--- src/rtl/sri_pkg.sv ---
// Shared types, widths and constants for the Sellmeier refractive index unit.
`timescale 1ns / 1ps
`default_nettype none
package sri_pkg;

   localparam int MAX_TERMS   = 3;
   localparam int WL_W        = 24;
   localparam int COEF_W      = 32;
   localparam int TERMS_W     = 2;
   localparam int CSR_IDX_W   = 3;

   // Register indexes
   localparam logic [CSR_IDX_W-1:0] CSR_CONSTANT   = 3'd0;
   localparam logic [CSR_IDX_W-1:0] CSR_TERMS      = 3'd1;
   localparam logic [CSR_IDX_W-1:0] CSR_FIRST_TERM = 3'd2;

   localparam logic [COEF_W-1:0] CONSTANT_RESET = 32'h0100_0000;

   // Status codes
   localparam logic [1:0] STATUS_OK       = 2'd0;
   localparam logic [1:0] STATUS_POLE     = 2'd1;
   localparam logic [1:0] STATUS_NEGATIVE = 2'd2;

   // w2 = round(wl^2 * 256 / 1e6) = floor((4*wl^2 + 7812) / 15625), Q.24 um^2
   localparam int W2_W        = 37;
   localparam int NUM_W       = 51;
   localparam int W2_DIGIT_W  = 17;
   localparam int W2_STEPS    = 3;
   localparam int W2_REM_W    = 14;
   localparam int W2_TRIAL_W  = W2_REM_W + W2_DIGIT_W;
   localparam int W2_PROD_W   = 63;
   localparam int W2_SHIFT    = 45;
   localparam logic [W2_REM_W-1:0] W2_DIVISOR = 14'd15625;
   localparam logic [31:0]         W2_RECIP   = 32'd2251799814;  // ceil(2^45 / 15625)
   localparam logic [NUM_W-1:0]    W2_ROUND   = 51'd7812;

   // Term division K*w2/|d|
   localparam int D_W       = 39;
   localparam int MD_W      = 38;
   localparam int PROD_W    = 68;
   localparam int QUO_W     = 41;
   localparam int DIV_STEPS = QUO_W;
   localparam int TERM_W    = 42;
   localparam logic [QUO_W-1:0] TERM_LIMIT = 41'h100_0000_0000;
   localparam int LANE_LAT  = DIV_STEPS + 3;

   // n^2 sum and square root
   localparam int SUM_W      = 44;
   localparam int ROOT_W     = 32;
   localparam int SQ_REM_W   = 35;
   localparam int SQRT_STEPS = ROOT_W;

   localparam int PIPE_DEPTH = 1 + W2_STEPS + LANE_LAT + 1 + SQRT_STEPS;

   typedef struct packed {
      logic [W2_REM_W-1:0] rem;
      logic [NUM_W-1:0]    num;
      logic [NUM_W-1:0]    quo;
   } w2_step_type;

   typedef struct packed {
      logic [MD_W-1:0]  rem;
      logic [QUO_W-1:0] num;
      logic [QUO_W-1:0] quo;
      logic [MD_W-1:0]  md;
      logic             neg;
      logic             over;
      logic             pole;
      logic             act;
   } div_step_type;

   typedef struct packed {
      logic [SQ_REM_W-1:0] rem;
      logic [ROOT_W-1:0]   root;
      logic [ROOT_W-1:0]   x;
      logic [1:0]          status;
      logic                cap;
   } sqrt_step_type;

endpackage
`default_nettype wire

--- src/rtl/sri_w2_cell.sv ---
// One base-2^17 digit of the divide by 15625 that forms w2.
`timescale 1ns / 1ps
`default_nettype none
module sri_w2_cell (
   input  wire logic                 clock,
   input  wire logic                 advance,
   input  wire sri_pkg::w2_step_type step_i,
   output sri_pkg::w2_step_type      step_o
);
   import sri_pkg::*;

   w2_step_type             step_ff, step_in;
   logic [W2_TRIAL_W-1:0]   trial;
   logic [W2_PROD_W-1:0]    prod;
   logic [W2_DIGIT_W-1:0]   digit;
   logic [W2_TRIAL_W-1:0]   back;
   logic [W2_TRIAL_W-1:0]   diff;

   always_comb begin
      // trial < 15625 * 2^17, well inside the range where the reciprocal is exact
      trial = {step_i.rem, step_i.num[NUM_W-1 -: W2_DIGIT_W]};
      prod  = {{(W2_PROD_W-W2_TRIAL_W){1'b0}}, trial} *
              {{(W2_PROD_W-32){1'b0}}, W2_RECIP};
      digit = prod[W2_SHIFT +: W2_DIGIT_W];
      back  = {{(W2_TRIAL_W-W2_DIGIT_W){1'b0}}, digit} *
              {{(W2_TRIAL_W-W2_REM_W){1'b0}}, W2_DIVISOR};
      diff  = trial - back;
      step_in.rem = diff[W2_REM_W-1:0];
      step_in.num = {step_i.num[NUM_W-W2_DIGIT_W-1:0], {W2_DIGIT_W{1'b0}}};
      step_in.quo = {step_i.quo[NUM_W-W2_DIGIT_W-1:0], digit};
   end

   always_ff @(posedge clock) begin
      if (advance) begin
         step_ff <= step_in;
      end
   end

   assign step_o = step_ff;
endmodule
`default_nettype wire

--- config.mk ---
export PLATFORM = sky130hd
export DESIGN_NAME = sri_w2_cell
export DESIGN_NICKNAME = d
export VERILOG_FILES = /design/src/rtl/sri_pkg.sv /design/src/rtl/sri_w2_cell.sv
export SDC_FILE = /design/constraint.sdc
export NUM_CORES = 1
export LEC_CHECK = 0
export ABC_AREA = 1
export BUFFER_PORTS_ARGS = -buffer_cell sky130_fd_sc_hd__buf_2
export CORE_ASPECT_RATIO = 0.9
export CORE_MARGIN = 10
export CORE_UTILIZATION = 50
export DETAILED_ROUTE_END_ITERATION = 10
export PLACE_DENSITY_LB_ADDON = 0.25
export SYNTH_ARGS = -nofsm -noshare
export SYNTH_HDL_FRONTEND = slang
export SYNTH_SLANG_ARGS = --single-unit
--- constraint.sdc ---
create_clock -name clock -period 15.5 [get_ports clock]
set_input_delay 0.775 -clock clock [delete_from_list [all_inputs] [get_ports clock]]
set_output_delay 0.775 -clock clock [all_outputs]
set_load 0.02 [all_outputs]
==> key figures <==
Timing
  – RSZ-0062 raised after global routing: false
  – Worst slew margin: 28.9%
  – FMAX: 0.0822 GHz
  – Final period demand of the worst path: 12.16 ns
  – Hold Fails Final Rpt: 0
  – Final Max Tran Viols: 0
  – Final worst path period share: 78.5%
  – Worst-Margin Slew: 1.07 ns
  – Setup violators final: 0
  – Sum Neg Setup Slack: 0 ns

GRT
  – Gr ovfl total: 0
  – Overall Global Routing Usage: 22.9%
  – Vias in the first global route: 16430
  – Antenna violations before repair: 0
  – Global-route wire length before repair: 90.6 mm
  – Largest net degree at the start of global routing: 87

Clocking
  – CTS resizes: 0
  – H-tree depth: 3
  – Postcts setup bufs: 0
  – Clock Sinks: 99
  – Num CTS Buffers: 9
  – Deepest clock path buffer count: 2
  – CTS tree: done
  – Hold_buf cts: 0
  – Clk root buf: clkbuf_16
  – Clock slew at reported path FFs: 0.07 ns

Min path
  – Min-delay worst type: in -> reg
  – Hold endpoint: step_o[40]$_DFFE_PP_
  – Hold path start: step_i[23]
  – Worst hold stages: 1

Critical path
  – Critical Path RT: 15.59 ns
  – CP endpoint kind: flop
  – CP most frequent cell: fa_1
  – Crit Path Class: in -> reg
  – Crit path DAT: 12.25 ns
  – Slowest cell on crit path: xor2_1
  – Worst Path Max Fanout: 7
  – CP max stage delay: 0.70 ns
  – Critical Path Source Type: input port

Detailed routing
  – Drt pass-1 iters: 5
  – DRT antenna net count: 0
  – Met1 wire length: 24.9 mm
  – Top Layer Used: met4
  – Routed wl met2: 27.5 mm
  – DR iter-0 viols: 852
  – Drt total wl: 56.9 mm
  – Via count: 14729
  – Drt drc: 0
  – WL/cell: 19.6 um
  – DR WL met3: 3.02 mm
  – Vias per cell: 5.07

Logic synthesis
  – Netlist cell types: 37
  – EDFF count, synth: 99
  – Async set-or-reset flop fraction in the synthesized netlist: 0%
  – Register area share after synthesis: 13.9%
  – Top-area cell type share of the netlist area: 34.8%
  – Largest cells by area after synthesis: fa_1 35%, ha_1 25%, edfxtp_1 14%, inv_1 12%, nand2_1 3.3%
  – Ys Warns: 0
  – Seq cells post-synth: 99
  – Cells after Synth: 2144
  – Mean Syn Cell Area: 9.96 um2
  – Cell Area, Synth: 21400 um2
  – Synth Flop Type: edfxtp_1
  – Post-synth top area cell: fa_1

Floorplanning
  – Core Footprint: 42000 um2
  – Chip width: 238 um
  – Row count: 71
  – IO Count: 234
  – Die Y: 216 um
  – Starting density of the core: 50.8%
  – Die ar.: 51400 um2

Final layout
  – Share of layout cells above drive strength 1: 10.1%
  – Antenna cells: 0
  – Largest register FFs: 99
  – FILL cells: 3767
  – # nets final: 3273
  – Area Growth Syn to Fin: 9.04%

Job
  – Max Cap Viol: 0

Placement
  – Port Buffer Count: 199
  – Half-perimeter wire length after placement: 51.3 mm
  – RePlAce Congestion: 0.965

Status
  – Status: completed
kinds of logic (layout without fill, tap and decap cells):
group	after synthesis	count (layout)	share of synthesized area (%)
adder cells (fa/ha/maj)	802	802	60.0
XOR/XNOR	62	62	2.54
other	1	17	0.0176
flip-flops	99	99	13.9
AND/OR/NAND/NOR	330	330	6.64
buffers and inverters	681	879	12.3
AO/OA/AOI/OAI	169	169	4.57
worst max-delay path by stage:
stage	from	end	slack (ns)	cells past startpoint
final	step_i[105]	step_o[115]$_DFFE_PP_	3.34	42
after global routing	step_i[105]	step_o[115]$_DFFE_PP_	2.70	43
after CTS	step_i[105]	step_o[115]$_DFFE_PP_	3.34	42
after detailed placement	step_i[105]	step_o[115]$_DFFE_PP_	3.01	42
after global placement	step_i[104]	step_o[115]$_DFFE_PP_	3.15	42
after floorplan	step_i[104]	step_o[114]$_DFFE_PP_	4.88	47
placed cells by master (no fill, tap or decap), drive strengths merged, types with 11 or more instances in the layout:
cell	count
inv	665
nand3	36
o21bai	11
a21o	20
xnor2	16
buf	200
o21ai	39
conb	17
a21oi	78
edfxtp	99
ha	431
nand2	191
xor2	46
nor2	66
fa	371
nor3	12
per-layer routing:
| metal | vias to the layer above | global-route usage (%) |
|---|---|---|
| met1 | 7342 | 29.7 |
| li1 | 6973 | - |
| met4 | 0 | 5.66 |
| met2 | 347 | 39.1 |
| met5 | - | 0 |
| met3 | 67 | 3.73 |
metrics by stage:
stage	utilization (%)	setup slack, ns	cell area, um2	hold WS (ns)	instances
6_report	55.4	3.34	23300	0.608	2905
5_1_grt	55.4	2.70	23300	0.583	2905
4_1_cts	55.4	3.34	23300	0.589	2905
3_5_place_dp	54.7	3.01	23000	0.953	2889
3_3_place_gp	54.7	3.15	23000	0.952	2889
2_1_floorplan	-	4.88	21400	0.874	2160
cells in the mapped netlist, drive strengths merged (2+ instances only):
| library cell | number |
|---|---|
| fa | 371 |
| nand4 | 9 |
| o21a | 2 |
| a21o | 20 |
| buf | 17 |
| nor3 | 12 |
| edfxtp | 99 |
| o21bai | 11 |
| xor2 | 46 |
| o211ai | 4 |
| nand2 | 191 |
| a211oi | 2 |
| a21boi | 2 |
| o21ai | 39 |
| nor2 | 66 |
| a31oi | 6 |
| inv | 663 |
| a21oi | 78 |
| ha | 431 |
| or2 | 8 |
| xnor2 | 16 |
| a41oi | 2 |
| nand3 | 36 |
| nor4 | 7 |
worst max-delay path, delay by kind of cell:
family	cells	cell delay, ns
AO/OA/AOI/OAI	2	0.41
XOR/XNOR	1	0.70
adder cells (fa/ha/maj)	16	7.63
buffers and inverters	9	0.90
AND/OR/NAND/NOR	14	1.81
cell type report:
cell class	count	area [um2]	area share, %
clock inverter	7	86.3	0.371
multi-input combinational	1380	15800	67.9
sequential	99	2970	12.8
clock buffer	9	225	0.967
inverter	663	2490	10.7
timing repair buffer	200	1010	4.32
tap	547	684	2.94
Power is left out: the tool's default activity adds up to more than one toggle a clock period on the data nets, which glitch-free logic cannot reach.
