### src/rtl/sri_pkg.sv
// Shared types, widths and constants for the Sellmeier refractive index unit.
`timescale 1ns / 1ps
`default_nettype none
package sri_pkg;

   localparam int MAX_TERMS   = 3;
   localparam int WL_W        = 24;
   localparam int COEF_W      = 32;
   localparam int TERMS_W     = 2;
   localparam int CSR_IDX_W   = 3;

   // Register indexes
   localparam logic [CSR_IDX_W-1:0] CSR_CONSTANT   = 3'd0;
   localparam logic [CSR_IDX_W-1:0] CSR_TERMS      = 3'd1;
   localparam logic [CSR_IDX_W-1:0] CSR_FIRST_TERM = 3'd2;

   localparam logic [COEF_W-1:0] CONSTANT_RESET = 32'h0100_0000;

   // Status codes
   localparam logic [1:0] STATUS_OK       = 2'd0;
   localparam logic [1:0] STATUS_POLE     = 2'd1;
   localparam logic [1:0] STATUS_NEGATIVE = 2'd2;

   // w2 = round(wl^2 * 256 / 1e6) = floor((4*wl^2 + 7812) / 15625), Q.24 um^2
   localparam int W2_W        = 37;
   localparam int NUM_W       = 51;
   localparam int W2_DIGIT_W  = 17;
   localparam int W2_STEPS    = 3;
   localparam int W2_REM_W    = 14;
   localparam int W2_TRIAL_W  = W2_REM_W + W2_DIGIT_W;
   localparam int W2_PROD_W   = 63;
   localparam int W2_SHIFT    = 45;
   localparam logic [W2_REM_W-1:0] W2_DIVISOR = 14'd15625;
   localparam logic [31:0]         W2_RECIP   = 32'd2251799814;  // ceil(2^45 / 15625)
   localparam logic [NUM_W-1:0]    W2_ROUND   = 51'd7812;

   // Term division K*w2/|d|
   localparam int D_W       = 39;
   localparam int MD_W      = 38;
   localparam int PROD_W    = 68;
   localparam int QUO_W     = 41;
   localparam int DIV_STEPS = QUO_W;
   localparam int TERM_W    = 42;
   localparam logic [QUO_W-1:0] TERM_LIMIT = 41'h100_0000_0000;
   localparam int LANE_LAT  = DIV_STEPS + 3;

   // n^2 sum and square root
   localparam int SUM_W      = 44;
   localparam int ROOT_W     = 32;
   localparam int SQ_REM_W   = 35;
   localparam int SQRT_STEPS = ROOT_W;

   localparam int PIPE_DEPTH = 1 + W2_STEPS + LANE_LAT + 1 + SQRT_STEPS;

   typedef struct packed {
      logic [W2_REM_W-1:0] rem;
      logic [NUM_W-1:0]    num;
      logic [NUM_W-1:0]    quo;
   } w2_step_type;

   typedef struct packed {
      logic [MD_W-1:0]  rem;
      logic [QUO_W-1:0] num;
      logic [QUO_W-1:0] quo;
      logic [MD_W-1:0]  md;
      logic             neg;
      logic             over;
      logic             pole;
      logic             act;
   } div_step_type;

   typedef struct packed {
      logic [SQ_REM_W-1:0] rem;
      logic [ROOT_W-1:0]   root;
      logic [ROOT_W-1:0]   x;
      logic [1:0]          status;
      logic                cap;
   } sqrt_step_type;

endpackage
`default_nettype wire

### src/rtl/sri_sqrt_cell.sv
// One result bit of the digit-by-digit integer square root.
`timescale 1ns / 1ps
`default_nettype none
module sri_sqrt_cell (
   input  wire logic                   clock,
   input  wire logic                   advance,
   input  wire sri_pkg::sqrt_step_type step_i,
   output sri_pkg::sqrt_step_type      step_o
);
   import sri_pkg::*;

   sqrt_step_type step_ff, step_in;
   logic [SQ_REM_W-1:0] trial;
   logic [SQ_REM_W-1:0] test;

   always_comb begin
      step_in = step_i;
      trial   = {step_i.rem[SQ_REM_W-3:0], step_i.x[ROOT_W-1:ROOT_W-2]};
      test    = {1'b0, step_i.root, 2'b01};
      step_in.x = {step_i.x[ROOT_W-3:0], 2'b00};
      if (trial >= test) begin
         step_in.rem  = trial - test;
         step_in.root = {step_i.root[ROOT_W-2:0], 1'b1};
      end else begin
         step_in.rem  = trial;
         step_in.root = {step_i.root[ROOT_W-2:0], 1'b0};
      end
   end

   always_ff @(posedge clock) begin
      if (advance) begin
         step_ff <= step_in;
      end
   end

   assign step_o = step_ff;
endmodule
`default_nettype wire

### config.mk
export PLATFORM = sky130hd
export DESIGN_NAME = sri_sqrt_cell
export DESIGN_NICKNAME = d
export VERILOG_FILES = /design/src/rtl/sri_pkg.sv /design/src/rtl/sri_sqrt_cell.sv
export SDC_FILE = /design/constraint.sdc
export NUM_CORES = 1
export LEC_CHECK = 0
export BUFFER_PORTS_ARGS = -buffer_cell sky130_fd_sc_hd__buf_2
export CAP_MARGIN = 15
export CORE_MARGIN = 3
export CORE_UTILIZATION = 46
export CTS_BUF_LIST = sky130_fd_sc_hd__clkbuf_8
export CTS_CLUSTER_SIZE = 8
export DETAILED_ROUTE_END_ITERATION = 10
export GPL_TIMING_DRIVEN = 0
export PLACE_DENSITY = 0.79
export SYNTH_ARGS = -nofsm -noshare
export SYNTH_HDL_FRONTEND = slang
export SYNTH_SLANG_ARGS = --single-unit
### constraint.sdc
create_clock -name clock -period 2.4 [get_ports clock]
set_clock_uncertainty 0.15 [all_clocks]
set_input_delay 0.12 -clock clock [delete_from_list [all_inputs] [get_ports clock]]
set_output_delay 0.12 -clock clock [all_outputs]
set_load 0.005 [all_outputs]
==> results.sh, run 1 <==
export IMPL_syn_inst=470
export IMPL_place_inst=816
export IMPL_dieArea_sq_mm=0.0132
export IMPL_grt_pass1_wl_um=27000
export IMPL_path_max_fanout=9
export IMPL_die_height_um=115
export IMPL_met3WireLength_um=1490
export IMPL_synth_simple_area_share_pct=9.61
export IMPL_synth_mux_area_share_pct=2.89
export IMPL_max_slew_margin_rel_pct=59.9
export IMPL_grt_ovfl_total=0
export IMPL_synth_edff_count=100
export IMPL_p_leak_uw=0.00374
export IMPL_post_drt_wl_per_cell_um=18.8
export IMPL_io_pins=206
export IMPL_drv_slew=0
export IMPL_synth_ff_latch_count=100
export IMPL_status="complete, but fails checks"
export IMPL_cp_top_family="compound AO/OA/AOI/OAI gates"
export IMPL_fmax_ghz=0.409
export IMPL_dp_hpwl_um=11000
export IMPL_yosys_top_cells_count="100 x edfxtp_1, 46 x a21oi_1, 46 x inv_1"
export IMPL_netlist_area_leader_share_pct=55.0
export IMPL_min_period_over_period_pct=102
export IMPL_cp_end_kind="flip-flop"
export IMPL_core_area_sq_mm=0.0115
export IMPL_dr_pass1_iters=5
export IMPL_setup_viol=10
export IMPL_drtAntennaViolNets=0
export IMPL_cts_tree="built"
export IMPL_path_clk_slew_ns=0.10
export IMPL_clock_path_buffers=2
export IMPL_cts_sinks=100
export IMPL_grt_pass1_vias=5242
export IMPL_min_path_type="input pin to flip-flop"
export IMPL_wl_um=18100
export IMPL_crit_required_ns=2.39
export IMPL_ys_seq_area_share_pct=55.0
export IMPL_power_uw=4760
export IMPL_cp_cell_sequence="buf_2 -> inv_1 -> ha_1 -> buf_4 -> nand4_1 -> or3_4 -> a211oi_4 -> o31ai_4 -> o21ai_2 -> buf_6 -> buf_8 -> mux2_4"
export IMPL_initial_utilization_pct=47.4
export IMPL_met1_length_um=6940
export IMPL_fin_tns_setup_ns=-0.219
export IMPL_synth_top_family_by_area="compound AO/OA/AOI/OAI gates"
export IMPL_drive_above_1_share_pct=39.9
export IMPL_max_cap_violations=0
export IMPL_critPathLaunchType="input pin"
export IMPL_synthesis_area_sq_mm=0.00546
export IMPL_yosysTopAreaCell="edfxtp_1"
export IMPL_cts_max_level=3
export IMPL_synth_xor_area_share_pct=4.98
export IMPL_grt_max_degree=61
export IMPL_async_flop_share_pct=0
export IMPL_slowest_stage="or3_4"
export IMPL_path_class="input pin to flip-flop"
export IMPL_num_antenna_cells=0
export IMPL_route_met2_wl_um=9140
export IMPL_io_buffers=201
export IMPL_via_count=5250
export IMPL_synthFlopType="edfxtp_1"
export IMPL_yosysWarnings=0
export IMPL_highest_layer="met5"
export IMPL_antenna_found_initial=1
export IMPL_ir_worst_vdd_uv=297
export IMPL_synth_compound_area_share_pct=14.8
export IMPL_ys_types=60
export IMPL_synth_area_leaders="edfxtp_1 55%, ha_1 7.8%, a21oi_1 4.2%, xnor2_1 3.4%, inv_1 3.2%"
export IMPL_drtIter0Drc=410
export IMPL_worst_pin_slew_ns=0.601
export IMPL_root_buffer="clkbuf_8"
export IMPL_die_w_um=115
export IMPL_hold_viol_final=0
export IMPL_power_density_mw_per_mm2=557
export IMPL_drcViolationCount=0
export IMPL_cp_slowest_stage_delay_ns=0.42
export IMPL_violations="negative setup slack"
export IMPL_fin_ws_ns=-0.0446
export IMPL_area_growth_pct=56.8
export IMPL_cts_buffers=9
export IMPL_place_gp_congestion=0.856
export IMPL_rsz0062_at_grt="true"
export IMPL_yosysMostFrequentCell="edfxtp_1"
export IMPL_rows=39
export IMPL_yosys_area_share_adder_pct=7.80
export IMPL_finalNonFillerCells=961
export IMPL_synth_area_per_cell_sq_um=11.6
export IMPL_cp_buffers_inverters=5
export IMPL_largest_reg_flops=100
export IMPL_worstPathArrival_ns=2.44
export IMPL_layout_nets=951
export IMPL_via_per_inst=5.46
export IMPL_fin_crit_ns=2.44
export IMPL_track_usage_pct=26.0
## worst paths after layout
kind / cells past startpoint / start / end / slack (ns)
hold / removal: 4 / step_i[94] / step_o[96] / 0.05
setup / recovery: 12 / step_i[50] / step_o[89] / -0.04
## what timing repair did
| action | in CTS | in global routing |
|---|---|---|
| hold buffers | 98 | 0 |
| pin swaps | 12 | 22 |
| endpoints found under the hold margin | 98 | 0 |
| gates resized for setup | 46 | 56 |
| endpoints found under the setup margin | 36 | 36 |
| cloned | 1 | 1 |
| setup buffers | 12 | 18 |
## cell type report
cell class	count	area, sq um
Clock inverter	7	57.6
Timing Repair Buffer	332	2370
Inverter	46	180
Sequential cell	100	3000
Tap cell	143	179
Fill cell	732	2960
Clock buffer	9	124
Multi-Input combinational cell	312	2500
Buffer	12	136
## metal layers
layer  global-route usage (%)  vias up
li1                         -     2416
met1                     30.1     2514
met2                     46.8      261
met3                     7.26       57
met4                     7.59        2
met5                        0        -
## stage by stage
| step | utilization [%] | worst slack (ns) | hold WS [ns] | instance area (sq um) |
|---|---|---|---|---|
| 6_report | 74.3 | -0.0446 | 0.0507 | 8550 |
| 5_1_grt | 74.3 | -0.107 | 0.0626 | 8550 |
| 3_5_place_dp | 58.5 | -0.611 | 0.148 | 6740 |
| 3_3_place_gp | 58.2 | -0.619 | 0.147 | 6710 |
| 4_1_cts | 71.4 | -0.0983 | 0.0254 | 8220 |
| 2_1_floorplan | - | -0.0297 | 0.0689 | 5520 |
## kinds of logic after synthesis
logic type,Yosys count
flops,100
mux,14
other cells,1
buf+inv,59
fa+ha+maj,34
compound gates,121
simple gates,110
xor+xnor,31
## placed cells by master (no fill, tap or decap), drive strengths merged, types with 6 or more instances in the layout
cell type    instances
edfxtp             100
nand2               20
ha                  34
nor3                10
clkbuf              11
o21ai               22
o211ai               6
buf                244
a21oi               50
inv                 49
nor2                45
dlygate4sd3         98
mux2                11
xnor2               21
xor2                10
a21o                 8
nand4                9
## power by group
part	internal [uW]	switching [uW]	leakage, uW
sequential	2150	48.7	0.000979
combinational	770	736	0.00268
clock	392	662	0.0000898
No activity file was read; power rests on OpenSTA's default activity.
==> inputs of run 2 (changes only) <==
Settings changed: CTS_BUF_LIST sky130_fd_sc_hd__clkbuf_8 to sky130_fd_sc_hd__clkbuf_4, RECOVER_POWER from default to 25.
Clock period 2.4 ns to 1.98 ns, I/O delays scaled along.
==> run 2 against run 1 <==
The run ends with negative hold slack, negative setup slack left. Flip-flop and latch count unchanged. Sequential share of layout area fell by 1.4 points. Setup slack got worse by 0.26 ns. Global-route usage grew 2.0 points. Die area stayed put. First-iteration DRC count increased by 8.5%. Via count up 2.0%. Critical path depth is the same. Cell count grew 0.42%.
==> results.sh, run 2 (synthesis results as in run 1) <==
export IMPL_max_slew_margin_rel_pct=61.4
export IMPL_cp_end_kind="flip-flop"
export IMPL_grt_pass1_wl_um=28400
export IMPL_power_density_mw_per_mm2=668
export IMPL_fin_tns_setup_ns=-7.86
export IMPL_ir_worst_vdd_uv=390
export IMPL_hold_viol_final=1
export IMPL_status="complete, but fails checks"
export IMPL_min_period_over_period_pct=116
export IMPL_critPathLaunchType="input pin"
export IMPL_worst_pin_slew_ns=0.579
export IMPL_path_class="input pin to flip-flop"
export IMPL_num_antenna_cells=0
export IMPL_drive_above_1_share_pct=44.3
export IMPL_area_growth_pct=63.2
export IMPL_fin_crit_ns=2.29
export IMPL_drtAntennaViolNets=0
export IMPL_via_count=5355
export IMPL_die_w_um=115
export IMPL_cts_sinks=100
export IMPL_path_clk_slew_ns=0.15
export IMPL_dp_hpwl_um=11800
export IMPL_post_drt_wl_per_cell_um=21.1
export IMPL_grt_max_degree=60
export IMPL_dr_pass1_iters=5
export IMPL_grt_pass1_vias=5574
export IMPL_fmax_ghz=0.437
export IMPL_core_area_sq_mm=0.0115
export IMPL_max_cap_violations=0
export IMPL_min_path_type="input pin to flip-flop"
export IMPL_io_buffers=201
export IMPL_drv_slew=0
export IMPL_slowest_stage="ha_1"
export IMPL_track_usage_pct=28.0
export IMPL_ff_latch_area_sq_mm=0.00300
export IMPL_io_pins=206
export IMPL_fin_ws_ns=-0.310
export IMPL_p_leak_uw=0.00381
export IMPL_place_gp_congestion=0.839
export IMPL_path_max_fanout=6
export IMPL_root_buffer="clkbuf_4"
export IMPL_layout_common_cells="180 x buf_2, 100 x edfxtp_1, 99 x dlygate4sd3_1"
export IMPL_cp_slowest_stage_delay_ns=0.39
export IMPL_cp_cell_sequence="clkbuf_1 -> inv_1 -> ha_1 -> nand2_1 -> o211ai_1 -> a31oi_4 -> a211oi_4 -> o31ai_4 -> o21ai_4 -> buf_12 -> buf_8 -> mux2_4"
export IMPL_grt_ovfl_total=0
export IMPL_dieArea_sq_mm=0.0132
export IMPL_multi_input_area_sq_mm=0.00274
export IMPL_rsz0062_at_grt="true"
export IMPL_fillers=687
export IMPL_wl_um=20400
export IMPL_largest_reg_flops=100
export IMPL_cts_max_level=3
export IMPL_worstPathArrival_ns=2.40
export IMPL_cts_buffers=9
export IMPL_via_per_inst=5.55
export IMPL_violations="negative hold slack, negative setup slack"
export IMPL_antenna_found_initial=0
export IMPL_clock_path_buffers=2
export IMPL_layout_commonest_cell="buf_2"
export IMPL_cp_top_family="compound AO/OA/AOI/OAI gates"
export IMPL_setup_viol=36
export IMPL_drtIter0Drc=445
export IMPL_cp_buffers_inverters=4
export IMPL_cts_tree="built"
export IMPL_die_height_um=115
export IMPL_initial_utilization_pct=47.4
export IMPL_layout_nets=956
export IMPL_crit_required_ns=2.09
export IMPL_whs_ns=-0.111
export IMPL_rows=39
export IMPL_drcViolationCount=0
==> run 2: metrics by stage <==
step           util (%)  worst slack (ns)  power, uW  cell area (sq um)  std cells
2_1_floorplan         -            -0.389       3600               5790        471
3_3_place_gp       60.5             -1.04       4170               6970        815
5_1_grt            77.3            -0.377       6170               8900        965
6_report           77.3            -0.310       5940               8900        965
4_1_cts            72.9            -0.356       5640               8400        943
3_5_place_dp       60.8             -1.05       4200               7000        816
==> run 2: metal layers <==
| layer | GRT usage, % | up-vias | share of wire [%] |
|---|---|---|---|
| li1 | - | 2428 | - |
| met1 | 30.9 | 2562 | 37 |
| met2 | 51.9 | 291 | 52 |
| met3 | 5.05 | 74 | 7.3 |
| met4 | 12.5 | 0 | 4.2 |
| met5 | 0 | - | 0 |
==> run 2: timing repair <==
| action | in CTS | in global routing |
|---|---|---|
| hold endpoints to repair | 140 | 2 |
| gates resized for setup | 43 | 57 |
| gates cloned | 1 | 5 |
| endpoints found under the setup margin | 36 | 36 |
| buffers inserted | 14 | 17 |
| hold buffers | 98 | 1 |
| pin swaps | 18 | 23 |
==> run 2: cell type report <==
| cell class | instances | share of cell area (%) |
|---|---|---|
| Sequential cell | 100 | 33.7 |
| Multi-Input combinational cell | 312 | 30.7 |
| Timing Repair Buffer | 338 | 28.0 |
| Inverter | 46 | 2.14 |
| Tap cell | 143 | 2.01 |
| Buffer | 11 | 1.70 |
| Clock inverter | 6 | 0.970 |
| Clock buffer | 9 | 0.759 |
==> run 2: power breakdown <==
group	switching [uW]	internal [uW]	total, uW	leakage (uW)
sequential	61.8	2610	2670	0.000979
clock	725	508	1230	0.0000842
combinational	1010	1030	2040	0.00275
==> run 2: path summary, 6_finish.rpt <==
kind                  startpoint  cells past startpoint         end
worst max-delay path  step_i[42]                     12  step_o[76]
worst min-delay path  step_i[34]                      3  step_o[68]
==> inputs of run 3 (changes only) <==
Settings changed: CORE_UTILIZATION 46 to 45, CTS_BUF_LIST sky130_fd_sc_hd__clkbuf_4 to default, PLACE_DENSITY 0.79 to 0.77.
==> run 3 against run 2 <==
The flow finishes with violations (negative setup slack). Maximum frequency shrank 10%. Combinational power fell by 2%. Cell area increased by 1.3%. Sequential power about the same. Count of clock-buffer cells in the layout is the same. Sequential share of layout area decreased by 0.45 points. Non-clock buffer count decreased by 9. Global-route usage decreased by 1.3 points. Flip-flop and latch count unchanged. Critical path depth is the same. Largest power group unchanged.
==> results.sh, run 3 (synthesis results as in run 1) <==
export IMPL_path_class="input pin to flip-flop"
export IMPL_initial_utilization_pct=47.0
export IMPL_cp_slowest_stage_delay_ns=0.36
export IMPL_drtAntennaViolNets=0
export IMPL_min_period_over_period_pct=129
export IMPL_worst_pin_slew_ns=1.01
export IMPL_largest_reg_flops=100
export IMPL_power_density_mw_per_mm2=732
export IMPL_fmax_ghz=0.391
export IMPL_drtIter0Drc=291
export IMPL_utilization_pct=77.7
export IMPL_max_cap_violations=0
export IMPL_place_gp_congestion=0.830
export IMPL_via_per_inst=5.47
export IMPL_min_path_cells=3
export IMPL_grt_max_degree=64
export IMPL_path_clk_slew_ns=0.07
export IMPL_clock_path_buffers=2
export IMPL_root_buffer="clkbuf_16"
export IMPL_cts_max_level=3
export IMPL_wl_um=19400
export IMPL_placed_area_sq_mm=0.00700
export IMPL_io_pins=206
export IMPL_grt_pass1_wl_um=27400
export IMPL_fin_area_sq_mm=0.00902
export IMPL_holdPathEnd="step_o[67]"
export IMPL_slowest_stage="a211oi_4"
export IMPL_layout_nets=947
export IMPL_cp_end_kind="flip-flop"
export IMPL_core_area_sq_mm=0.0116
export IMPL_cp_top_family="compound AO/OA/AOI/OAI gates"
export IMPL_drcViolationCount=0
export IMPL_cts_sinks=100
export IMPL_track_usage_pct=26.7
export IMPL_num_antenna_cells=0
export IMPL_critPathLaunchType="input pin"
export IMPL_crit_required_ns=1.93
export IMPL_ir_worst_vdd_uv=428
export IMPL_area_growth_pct=65.4
export IMPL_drv_slew=0
export IMPL_fin_crit_ns=2.55
export IMPL_hold_viol_final=0
export IMPL_layout_common_cells="182 x buf_2, 100 x edfxtp_1, 96 x dlygate4sd3_1"
export IMPL_min_path_type="input pin to flip-flop"
export IMPL_setup_viol=36
export IMPL_layout_commonest_cell="buf_2"
export IMPL_die_height_um=116
export IMPL_io_buffers=201
export IMPL_die_w_um=116
export IMPL_fin_ws_ns=-0.575
export IMPL_cp_depth=12
export IMPL_violations="negative setup slack"
export IMPL_grt_pass1_vias=5289
export IMPL_worstPathArrival_ns=2.50
export IMPL_status="complete, but fails checks"
export IMPL_power_uw=6600
export IMPL_dr_pass1_iters=4
export IMPL_rsz0062_at_grt="true"
export IMPL_dieArea_sq_mm=0.0135
export IMPL_p_leak_uw=0.00385
export IMPL_via_count=5230
export IMPL_post_drt_wl_per_cell_um=20.2
export IMPL_drive_above_1_share_pct=44.0
export IMPL_cts_buffers=9
export IMPL_dp_hpwl_um=11500
export IMPL_path_max_fanout=6
export IMPL_cp_buffers_inverters=4
export IMPL_grt_ovfl_total=0
export IMPL_place_inst=816
export IMPL_antenna_found_initial=0
export IMPL_fin_tns_setup_ns=-17.87
export IMPL_finalNonFillerCells=956
export IMPL_cp_cell_sequence="clkbuf_1 -> inv_2 -> ha_4 -> and4_4 -> nand2b_4 -> or3_4 -> a211oi_4 -> o31ai_4 -> o21ai_2 -> buf_6 -> buf_12 -> mux2_4"
export IMPL_max_slew_margin_rel_pct=32.7
export IMPL_rows=39
export IMPL_worstHoldStart="step_i[33]"
export IMPL_cts_tree="built"
## run 3: changes by cell type in the layout (fill, tap and decap cells not counted), sizes merged
cell,delta
dlygate4sd3,-3
buf,-4
clkinvlp,+2
clkbuf,-2
clkinv,-2
## run 3: metal layers
layer  up-vias  global-route usage (%)  part of all wire, %
li1       2413                       -                    -
met1      2470                    30.5                   38
met2       287                    48.4                   52
met3        60                    4.97                  6.8
met4         0                    12.2                  3.9
met5         -                       0                    0
## run 3: cell type report
class                           instances  area [sq um]
Buffer                                 10           141
Clock inverter                          6          97.6
Timing Repair Buffer                  330          2440
Inverter                               46           193
Fill cell                             711          2590
Multi-Input combinational cell        312          2750
Sequential cell                       100          3000
Clock buffer                            9           225
Tap cell                              143           179
## run 3: power breakdown
part / internal, uW / leakage [uW] / switching [uW]
logic: 1010 / 0.00272 / 980
clock network: 1120 / 0.000152 / 813
registers: 2610 / 0.000979 / 66.3
total: 4740 / 0.00385 / 1860
## run 3: worst max path at each step
stage / start / slack, ns / endpoint
2_1_floorplan: step_i[57] / -0.39 / step_o[70]
3_3_place_gp: step_i[57] / -1.00 / step_o[89]
3_5_place_dp: step_i[47] / -1.04 / step_o[99]
4_1_cts: step_i[58] / -0.47 / step_o[75]
5_1_grt: step_i[51] / -0.67 / step_o[100]
6_report: step_i[55] / -0.57 / step_o[80]
## run 3: per-stage QoR
stage          hold WS, ns  setup slack, ns
2_1_floorplan       0.0479           -0.389
4_1_cts             0.0125           -0.467
3_3_place_gp         0.126            -1.00
3_5_place_dp         0.127            -1.04
6_report            0.0347           -0.575
5_1_grt             0.0543           -0.665
## run 3: repair_timing
action	CTS	global route
pin swaps	15	5
buffers inserted	16	10
endpoints found under the setup margin	36	36
hold endpoints to repair	96	0
cloned	1	5
gates resized for setup	59	52
hold buffers	96	0
